### config.mk
export PLATFORM = sky130hd
export DESIGN_NAME = smr_merge
export DESIGN_NICKNAME = d
export VERILOG_FILES = /design/src/hdl/smr_pkg.sv /design/src/hdl/smr_merge.sv
export SDC_FILE = /design/constraint.sdc
export NUM_CORES = 1
export LEC_CHECK = 0
export BUFFER_PORTS_ARGS = -buffer_cell sky130_fd_sc_hd__buf_2
export CAP_MARGIN = 20
export CORE_ASPECT_RATIO = 2
export CORE_MARGIN = 5
export CORE_UTILIZATION = 50
export DETAILED_ROUTE_END_ITERATION = 10
export PLACE_DENSITY = 0.8
export SLEW_MARGIN = 10
export SYNTH_ARGS = -nofsm -noshare
export SYNTH_HDL_FRONTEND = slang
export SYNTH_SLANG_ARGS = --single-unit
### constraint.sdc
create_clock -name vclk -period 27.8
set_input_delay 2.78 -clock vclk [all_inputs]
set_output_delay 2.78 -clock vclk [all_outputs]
set_load 0.02 [all_outputs]
### src/hdl/smr_pkg.sv
`timescale 1ns / 1ps
// Shared types and constants for the scatter-min lane block.
package smr_pkg;

    localparam int NODE_BITS  = 14;
    localparam int NODE_IDX_W = 13;
    localparam int SKIP_BIT   = 13;
    localparam int VALUE_W    = 32;
    localparam int DRAIN_W    = 12;
    localparam int WORD_BITS  = 64;
    localparam int INPUT_LANES = 4;

    localparam logic       OP_SCATTER = 1'b0;
    localparam logic       OP_DRAIN   = 1'b1;
    localparam logic [31:0] INF_RESET = 32'hFFFF_FFFF;

    // Step strobes from the sequencer to every lane.
    typedef struct packed {
        logic div;      // latch quotient / skip / value
        logic modq;     // latch wrap quotient and slot
        logic addr;     // latch word address, issue memory read
        logic commit;   // write back
        logic clear;    // write zero at the sweep address
        logic drain;    // current word is a drain
    } lane_ctrl_t;

endpackage

### src/hdl/smr_merge.sv
`timescale 1ns / 1ps
// Per-slot minimum of nonzero lane values, seeded with infinity.
module smr_merge import smr_pkg::*; #(
    parameter int LANES           = 4,
    parameter int VALUES_PER_WORD = 2,
    parameter int VALUE_BITS      = 32,
    localparam int SLOTS_STORED = (VALUES_PER_WORD * VALUE_BITS > WORD_BITS) ?
                                  WORD_BITS / VALUE_BITS : VALUES_PER_WORD,
    localparam int STORE_BITS = SLOTS_STORED * VALUE_BITS
) (
    input  logic [LANES-1:0][STORE_BITS-1:0] words,
    input  logic [VALUE_BITS-1:0]            infinity,
    output logic [WORD_BITS-1:0]             merged
);

    logic [VALUE_BITS-1:0] acc [SLOTS_STORED];
    logic [VALUE_BITS-1:0] v;

    always_comb
    begin
        merged = '0;
        v      = '0;
        for (int s = 0; s < SLOTS_STORED; s++)
        begin
            acc[s] = infinity;
            for (int l = 0; l < LANES; l++)
            begin
                v = words[l][s*VALUE_BITS +: VALUE_BITS];
                if (v != '0 && v < acc[s])
                    acc[s] = v;
            end
            merged[s*VALUE_BITS +: VALUE_BITS] = acc[s];
        end
    end

endmodule

# --- After elaboration in Yosys (flattened, before gate mapping) ---
# Index checks and enable logic that the tools add are counted.
# W data, S select, Z words.
op_classes:
  n_mux: 8
  n_reduce_logical: 16
  order_cmp: 8
op_table:
  columns: ["operator", "n"]
  rows:
  - ["$lt A32 B32 Y1", 8]
  - ["$mux W32", 8]
  - ["$reduce_bool A32 Y1", 8]
  - ["$logic_and A1 B1 Y1", 8]
word_totals:
  regBits: 0
  in_bits: 288
  wordCells: 32

# --- Longest topological paths before layout ---
logic_depth:
  word_depth: 12
  ltp_mapped: 49
  ltp_nobuf: 43

# --- Least setup slack after synthesis ---
# Ideal clock, no wire load.
synth_path:
  path_kind: "input port to output port"
  from: "in infinity[17]"
  to: "out merged[33]"
  path_buffers: 6
  path_slack_ps: 12892
  path_stages: 47
  t_arrival_ps: 12128
  required_time_ps: 25020
  cell_sequence: "inv_1 > ha_1 > a21o_1 > a221o_1 > a222oi_1 > nor3b_2 > o221a_2 > buf_2 > buf_1 > nor2_1 > a21oi_1 > ha_1 > a21o_1 > a21o_1 > a21oi_1 > o21ai_1 > a2111o_1 > a2111oi_1 > [11 not listed] > a31oi_1 > nand2_1 > a21o_1 > a31oi_4 > buf_4 > mux2i_1 > ha_1 > a21o_1 > a21o_1 > a21o_1 > a21o_1 > a211oi_1 > o21ai_1 > a221oi_1 > nand2_1 > o31ai_4 > buf_6 > mux2i_1"
synth_between:
  elab_chain_len: 12
synth_rtl:
  columns: ["element", "line", "source"]
  rows:
  - ["start: declaration", "smr_merge.sv:12", "input logic [VALUE_BITS-1:0] infinity,"]
  - ["$lt A32 B32 Y1", "smr_merge.sv:29", "if (v != '0 && v < acc[s])"]
  - ["$logic_and A1 B1 Y1", "smr_merge.sv:29", null]
  - ["$mux W32 *", "smr_merge.sv:29", null]
  - ["$lt A32 B32 Y1", "smr_merge.sv:29", null]
  - ["$logic_and A1 B1 Y1", "smr_merge.sv:29", null]
  - ["$mux W32 *", "smr_merge.sv:29", null]
  - ["$lt A32 B32 Y1", "smr_merge.sv:29", null]
  - ["$logic_and A1 B1 Y1", "smr_merge.sv:29", null]
  - ["$mux W32 *", "smr_merge.sv:29", null]
  - ["$lt A32 B32 Y1", "smr_merge.sv:29", null]
  - ["$logic_and A1 B1 Y1", "smr_merge.sv:29", null]
  - ["$mux W32 *", "smr_merge.sv:29", null]
  - ["end: declaration", "smr_merge.sv:13", "output logic [WORD_BITS-1:0] merged"]
# Mark *: on every way between the ends. The rest lies on a longest branch, timed or not.

# --- Worst setup path in the final report ---
layout_path:
  from: "in infinity[19]"
  to: "out merged[56]"
# The elaborated chain is that of the path after synthesis.

==> results.md <==
Setup path:
- The largest individual stage delay along the critical path comes from the cell sky130_fd_sc_hd__a31oi_4.
- STA puts the critical path data required time at 25.02 ns.
- The worst setup path is captured at an output port.
- The critical-path maximum fanout is 66.
- On the worst path, the slowest cell contributes a delay of 0.60 ns.
- The worst setup path is of the primary input to output port kind.
- Data on the critical path arrives at its endpoint at 13.90 ns.
- In this design, the critical path's most frequently occurring cell is sky130_fd_sc_hd__a21o_1.
- The family with the most delay on the worst path is compound AO/OA/AOI/OAI gates.
- The worst setup path is launched from a primary input.
- The buffer and inverter count on the worst path is 8.

Worst hold path:
- The min-delay analysis places its worst path in the category primary input to output port.

Clock tree:
- The number of cells upsized or downsized after cts is 0.
- The setup fix buffers added after clock tree synthesis is 0.
- After clock tree synthesis, the flow added hold-fix buffers numbering 0.

STA:
- The final worst hold slack is 5.92 ns.
- After layout, the minimum clock period comes to 16.68 ns.
- Measured against its own limit, the worst slew margin works out to 29.3%.
- The count of pins over their slew limit is 0.
- Setup total negative slack on the finished layout was measured at 0 ns.
- The fmax is 59.9 MHz.
- The count of endpoints failing setup in the final report is 0.
- For the pin with the worst max-slew slack, the measured transition is 1.05 ns.
- The final clock period utilization by the worst path is 60.0%.
- Setup repair after global routing left no endpoint under its margin.
- The number of hold-slack violations in the final timing report is 0.

Power and ir drop:
- The cell leakage power is 6.53 nW.
- For this design the ratio of total power to cell area is 44.7 mW/mm^2.
- Across the VDD grid, the largest voltage drop is 0.0657 mV.

Floorplan:
- The height of the die is 205 microns.
- The number of primary I/O pins is 352.
- Row generation in the floorplan step produced 71 rows.
- The floorplan step defined a die boundary enclosing 0.0220 sq mm.
- The total area inside the core boundary comes to 0.0187 sq mm.
- Once the floorplan was initialized, standard cells occupied 50.7% of the core.
- Measured along the x axis, the die boundary spans 108 microns.

Detailed routing:
- The detailed router finished its first iteration with 476 violations.
- The count of TritonRoute iterations in the first routing pass is 5.
- Summing over every cut layer, the via total after detailed routing is 11500.
- The total wirelength of the detailed-routed design is 36700 microns.
- Dividing the detail-routed via count by the number of cells gives 5.93.
- Dividing the detail-routed wire length by the instance count gives 18.9 microns.
- The number of nets with antenna violations after routing is 0.
- The remaining design rule violation count is 0.

Synth:
- After synthesis the cells add up to 0.00951 sq mm.
- The synthesized netlist devotes 23.8% of its cell area to compound gates.
- After technology mapping, the gate count stands at 1361.
- The number of distinct library cells after synthesis is 63.
- Of the total synthesized cell area, the portion taken by full adders, half adders and majority gates is 32.1%.
- The share of the yosys chip area belonging to registers is 0%.
- The simple-gate area share of the yosys netlist is 20.7%.
- Of the total synthesized cell area, the portion taken by XOR and XNOR cells is 0.184%.
- Yosys printed 0 warnings.
- The number of nets produced by synthesis is 1891.
- The multiplexer area fraction after synthesis is 14.4%.
- The mean post-synth cell area is 6.99 sq um.
- By area, the combinational part of the netlist is dominated by adder cells.

Cells and area:
- The library cells used most frequently in the layout, excluding fill and tap cells, are 352 x sky130_fd_sc_hd__buf_2, 242 x sky130_fd_sc_hd__ha_1, 168 x sky130_fd_sc_hd__inv_1, 165 x sky130_fd_sc_hd__a21oi_1, 132 x sky130_fd_sc_hd__mux2i_1.
- The final sequential cell count is 0.
- The number of nets in the final layout is 2212.
- The multi-input combinational cell area is 0.00870 sq mm.
- Measured on the finished design, the core utilization comes to 61.3%.
- Leaving out fill and tap cells, the most frequent cell in the layout is sky130_fd_sc_hd__buf_2.
- The count of filler cells inserted in the layout is 1860.
- The layout clock buffer count is 0.
- The share of final-layout standard cells stronger than drive strength 1 is 22.4%.
- In the final layout, flip-flops and latches occupy 0 sq um.
- Compared with the post-synthesis result, the final layout area differs by 20.8%.

Global routing:
- Entering global routing, the biggest net connects 67 pins.
- The wire length of the first global-routing pass is 56200 microns.
- Across every metal layer, demand over resource in global routing totals 31.5%.
- The initial antenna violation count is 8.
- The leftover overflow at the end of global routing is 0.
- The via count of the first global-routing pass is 11800.

Placement:
- After legalization and detailed placement, the total HPWL measured 33000 microns.
- Port buffering added 352 buffers.
- The final weighted congestion of routability-driven global placement is 1.01.

Run status:
- The run finished with clean final reports.

Job:
- The count of max-cap constraint violations is 0.
-- worst min-delay path: stages --
cell	delay (ns)
sky130_fd_sc_hd__buf_2	0.11
sky130_fd_sc_hd__inv_1	0.05
sky130_fd_sc_hd__mux2i_1	0.05
sky130_fd_sc_hd__buf_2	0.15
-- cell type report --
type	instances	share of cell area [%]
Multi-Input combinational cell	1152	75.8
Timing Repair Buffer	360	15.9
Antenna cell	5	0.109
Tap cell	255	2.78
Inverter	168	5.49
-- metal layers --
layer / GRT usage, % / routed length [microns] / vias to the layer above
met5: 0 / 0 / -
met4: 25.0 / 3520 / 0
met3: 3.60 / 1990 / 150
met2: 61.0 / 19300 / 434
met1: 28.3 / 11800 / 5222
li1: - / - / 5706
-- Yosys cell counts (all sizes together), types with 3 or more instances --
cell     instances  share of area [%]
ha             242                 32
a21oi          168                8.9
inv            168                6.6
mux2i          132                 14
nor2           128                5.1
nand2           81                3.2
o21ai           77                4.1
nor4            72                4.7
nand4           62                4.1
a21o            56                4.4
buf             28                1.7
a211oi          15                1.2
nor3            14               0.74
clkbuf          13               0.51
nand3           13               0.68
nor2b           10               0.66
o21a             7               0.55
nand2b           6               0.39
a2111oi          5               0.47
a221oi           5               0.46
o211ai           5               0.39
and4             4               0.37
mux2             4               0.51
or2              4               0.26
a221o            3               0.32
a22oi            3               0.24
a2bb2oi          3               0.28
-- metrics by stage --
stage	setup slack (ns)	cell area, sq um	instances	power [mW]
global route	10.27	11500	1940	0.570
floorplan	12.89	9510	1361	0.368
finish	11.12	11500	1940	0.514
detailed placement	11.15	11500	1935	0.511
CTS	11.14	11500	1935	0.513
global placement	11.39	11500	1935	0.498
-- power by group --
group          switching, mW  internal (mW)
combinational          0.308          0.205
sequential                 0              0
clock                      0   0.0000000241
total                  0.308          0.205
-- cell families after synthesis --
kind of cell             after synthesis
AO/OA/AOI/OAI                        370
XOR/XNOR                               2
adder cells (fa/ha/maj)              244
buffers and inverters                209
multiplexers                         136
AND/OR/NAND/NOR                      400
-- final timing paths --
kind | start | end | slack (ns) | cells after the start
worst max-delay path | infinity[19] | merged[56] | 11.12 | 47
worst min-delay path | words[254] | merged[62] | 5.92 | 4
Power figures use the tool's default switching activity.
